File: src/rtl/v2a_mul.sv
// ----------------------------------------------------------------------------
// v2a_mul
// Registered signed 32 x 32 multiplier lane.
// ----------------------------------------------------------------------------
module v2a_mul (
  input  logic               clk,
  input  logic               en,
  input  logic signed [31:0] a,
  input  logic signed [31:0] b,
  output logic signed [63:0] p
);

  always_ff @(posedge clk) begin
    if (en) begin
      p <= a * b;
    end
  end

endmodule

File: config.mk
export PLATFORM = sky130hd
export DESIGN_NAME = v2a_mul
export DESIGN_NICKNAME = d
export VERILOG_FILES = /design/src/rtl/v2a_mul.sv
export SDC_FILE = /design/constraint.sdc
export NUM_CORES = 2
export LEC_CHECK = 0
export CAP_MARGIN = 20
export CORE_MARGIN = 1.5
export CORE_UTILIZATION = 30
export DETAILED_ROUTE_END_ITERATION = 10
export DONT_BUFFER_PORTS = 1
export PLACE_DENSITY_LB_ADDON = 0.15
export SYNTH_ARGS = -nofsm -noshare
export SYNTH_HDL_FRONTEND = slang
export SYNTH_SLANG_ARGS = --single-unit
File: constraint.sdc
create_clock -name clk -period 10.2 [get_ports clk]
set_clock_uncertainty 0.15 [all_clocks]
set_input_delay 2.04 -clock clk [delete_from_list [all_inputs] [get_ports clk]]
set_output_delay 2.04 -clock clk [all_outputs]
set_load 0.01 [all_outputs]
==> impl_results.md <==
* Status: finished clean
* Synth Register Bits at 64
* Initial antenna violation count at 8
* Avg WL per Cell at 20.9 um
* Largest net degree at the start of global routing at 65
* Post-CTS sizing at 0
* Largest regs: p x64
* Setup CP Type: in2reg
* TritonCTS Sinks at 64
* Remaining Overflow, GRT at 0
* Max reg flops at 64
* Final hold vios at 0
* Number of I/O pins at 130
* DRT Pass-1 Iters at 6
* Core footprint at 0.125 mm2
* Most common flop cell mapped by yosys: edfxtp_1
* Post-Route WL at 112,000 um
* Antenna cells at 0
* Mean post-synth cell area at between 9 and 10 um2
* Core Util, Final at 0.315
* Worst-Margin Slew at 642 ps
* First-pass GRT wire length at around 170,000 um
* Max Clock Freq at 108 MHz
* Reg with most FFs: p
* Die Y at 358 um
* Final period utilization at 0.910
* Hold WC Path Type: in2reg
* Area grow syn2layout at 4.44%
* GRT Total Usage at 0.182
* Fin Setup TNS at 0 ps
* Clk pin slew, worst setup/hold paths at around 70 ps
* Critical Path RT at 10,190 ps
* Syn_nets at 5,216
* Die area at ~0.13 mm2
* Share of layout cells above drive strength 1 at 0.0127
* Cts bufs inserted at 9
* H-tree depth at 3
* Worst-path cell chain: and2_1 > fa_1 > fa_1 > inv_1 > fa_1 > fa_1 > inv_1 > fa_1 > fa_1 > fa_1 > inv_1 > fa_1 > inv_1 > ha_1 > nand3_1 > nor2_1 > nand2_1 > or3_1 > o22a_1 > o31a_1 > a21oi_1 > nand3_1 > nand3_1 > xor2_1
* CTS hold repair buffers at 0
* Critical path's largest stage delay at 640 ps
* Final setup fails at 0
* Core Rows at 130
* Root Driver: clkbuf_16
* Final Critical Period at 9280 ps
* Worst Setup EP: p[50]$_DFFE_PP_
* Number of nets in the layout at 5,038
* Syn Std Cell Area at 0.0379 mm2
* Vias in the first global route at ~28,000
* Final GP Congestion at around 0.82
* Via count at 24,600
* Final Max Slew Viols at 0
* CP max-delay cell: fa_1
* CTS Buffer Depth at 2
* Antenna Nets Post-Route at 0
* Setup Fix Bufs, Post-CTS at 0
* HPWL after DPL at 94,200 um
* Die Width at 358 um
* Endpoint class of the critical path: register
* Relative slew margins at 0.572
* Most frequent CP cell: fa_1
* Yosys cell types at 63
* Hold WS at roughly 1600 ps
* Async set-reset flop share out of synthesis at 0
* Crit path max fanout at 32
* Residual DRC count at 0
* Critical Path AT at approximately 9300 ps
* Setup crit start: b[8]
* CTS tree: yes
* Post-synth EDFFs at 64
* Worst setup SP type: input pin
* Initial core utilization at 0.302
* Gate Count Post-Synth at 3,884
* Max-cap check violation count at 0
* PortBufs at 0
* Sequential fraction of the synthesis area at 0.0507
* RSZ-0062 raised after global routing: false
* Via/cell ratio at 4.59
* Warnings from Yosys at 0
* 1st-iter DRT viols at 1,025
## cell usage after synthesis (2+ instances only)
| library cell | count | area, um2 |
|---|---|---|
| fa_1 | 1082 | 21700 |
| inv_1 | 952 | 3570 |
| and2_1 | 516 | 3230 |
| nand2_1 | 511 | 1920 |
| clkbuf_1 | 195 | 732 |
| ha_1 | 184 | 2300 |
| a21oi_1 | 68 | 340 |
| edfxtp_1 | 64 | 1920 |
| xnor2_1 | 53 | 464 |
| nor2_1 | 42 | 158 |
| o21ai_0 | 28 | 140 |
| a21o_1 | 23 | 173 |
| xor2_1 | 22 | 193 |
| nand3_1 | 15 | 75.1 |
| o21bai_1 | 15 | 113 |
| a31oi_1 | 12 | 75.1 |
| nand2b_1 | 9 | 56.3 |
| and3_1 | 7 | 43.8 |
| nand4_1 | 7 | 43.8 |
| nor3_1 | 6 | 30.0 |
| o31ai_1 | 6 | 45.0 |
| a211oi_1 | 4 | 30.0 |
| o21a_1 | 4 | 30.0 |
| or3_1 | 4 | 25.0 |
| a211oi_2 | 3 | 37.5 |
| a21boi_0 | 3 | 22.5 |
| and4_1 | 3 | 26.3 |
| buf_2 | 3 | 15.0 |
| nor2b_1 | 3 | 18.8 |
| o211ai_1 | 3 | 22.5 |
| a21o_2 | 2 | 17.5 |
| buf_1 | 2 | 7.51 |
| o21ai_2 | 2 | 17.5 |
| o22a_1 | 2 | 17.5 |
## kinds of logic after synthesis
kind of cell               Yosys count  share of synthesized area
xor gates and xnor gates            75                     0.0173
buffers and inverters             1152                      0.114
DFF                                 64                     0.0507
AOI/OAI and AO/OA                  193                     0.0341
and+or+nand+nor                   1134                      0.151
adders and majority gates         1266                      0.633
## per-layer routing
metal | routed length, um | part of all wire | up-vias | track usage
met3 | 3520 | 0.032 | 99 | 0.0210
met4 | 2750 | 0.025 | 0 | 0.0418
met2 | 61800 | 0.55 | 375 | 0.347
li1 | - | - | 10700 | -
met5 | 0 | 0 | - | 0
met1 | 43700 | 0.39 | 13400 | 0.215
## worst min-delay path by stage
| stage | cells after the start | startpoint | slack (ps) | endpoint |
|---|---|---|---|---|
| after floorplan | 0 | en | 2000 | p[0]$_DFFE_PP_ |
| after global routing | 0 | en | 1610 | p[13]$_DFFE_PP_ |
| after global placement | 0 | en | 2010 | p[8]$_DFFE_PP_ |
| final | 0 | en | 1640 | p[13]$_DFFE_PP_ |
| after detailed placement | 0 | en | 2010 | p[6]$_DFFE_PP_ |
| after CTS | 0 | en | 1610 | p[13]$_DFFE_PP_ |
## layout by cell type, fill, tap and decap left out, drive strengths merged, types with 3 or more instances in the layout
master	Yosys	routed
o31ai	7	7
nor3	7	7
o21ai	31	31
a21o	25	25
fa	1082	1082
and3	9	9
nand3	15	15
o21a	4	4
and2	516	516
nand2b	9	9
nand2	511	511
inv	952	952
a31oi	13	13
clkbuf	195	11
xnor2	53	53
a21oi	68	68
nand4	7	7
a21boi	3	3
o211ai	3	3
o21bai	15	15
nor2	42	42
nor2b	3	3
edfxtp	64	64
xor2	22	22
and4	4	4
ha	184	184
a211oi	8	8
buf	5	11
or3	5	5
## area by class of cell
cell class | count | area, um2
fillers | 13100 | 85800
flip-flops and latches | 64 | 1920
clock inverters | 5 | 57.6
clock buffers | 11 | 233
repair buffers | 11 | 82.6
multi-input cells | 2668 | 31600
well taps | 1650 | 2060
inverters | 952 | 3570
## critical path, delay by kind of cell
| kind | cells | cell delay (ps) |
|---|---|---|
| simple gates | 7 | 1410 |
| buf+inv | 4 | 220 |
| xor+xnor | 1 | 320 |
| compound gates | 3 | 660 |
| fa+ha+maj | 9 | 4570 |
## stage by stage
step                      cell area [um2]  cells  worst slack [ps]
after floorplan                     37900   3884               613
after global placement              39300   5345               544
after detailed placement            39300   5345               530
after CTS                           39600   5361               896
after global routing                39600   5361               609
final                               39600   5361               919
Power is left out: the tool's default activity adds up to more than one toggle a clock period on the data nets, which glitch-free logic cannot reach.
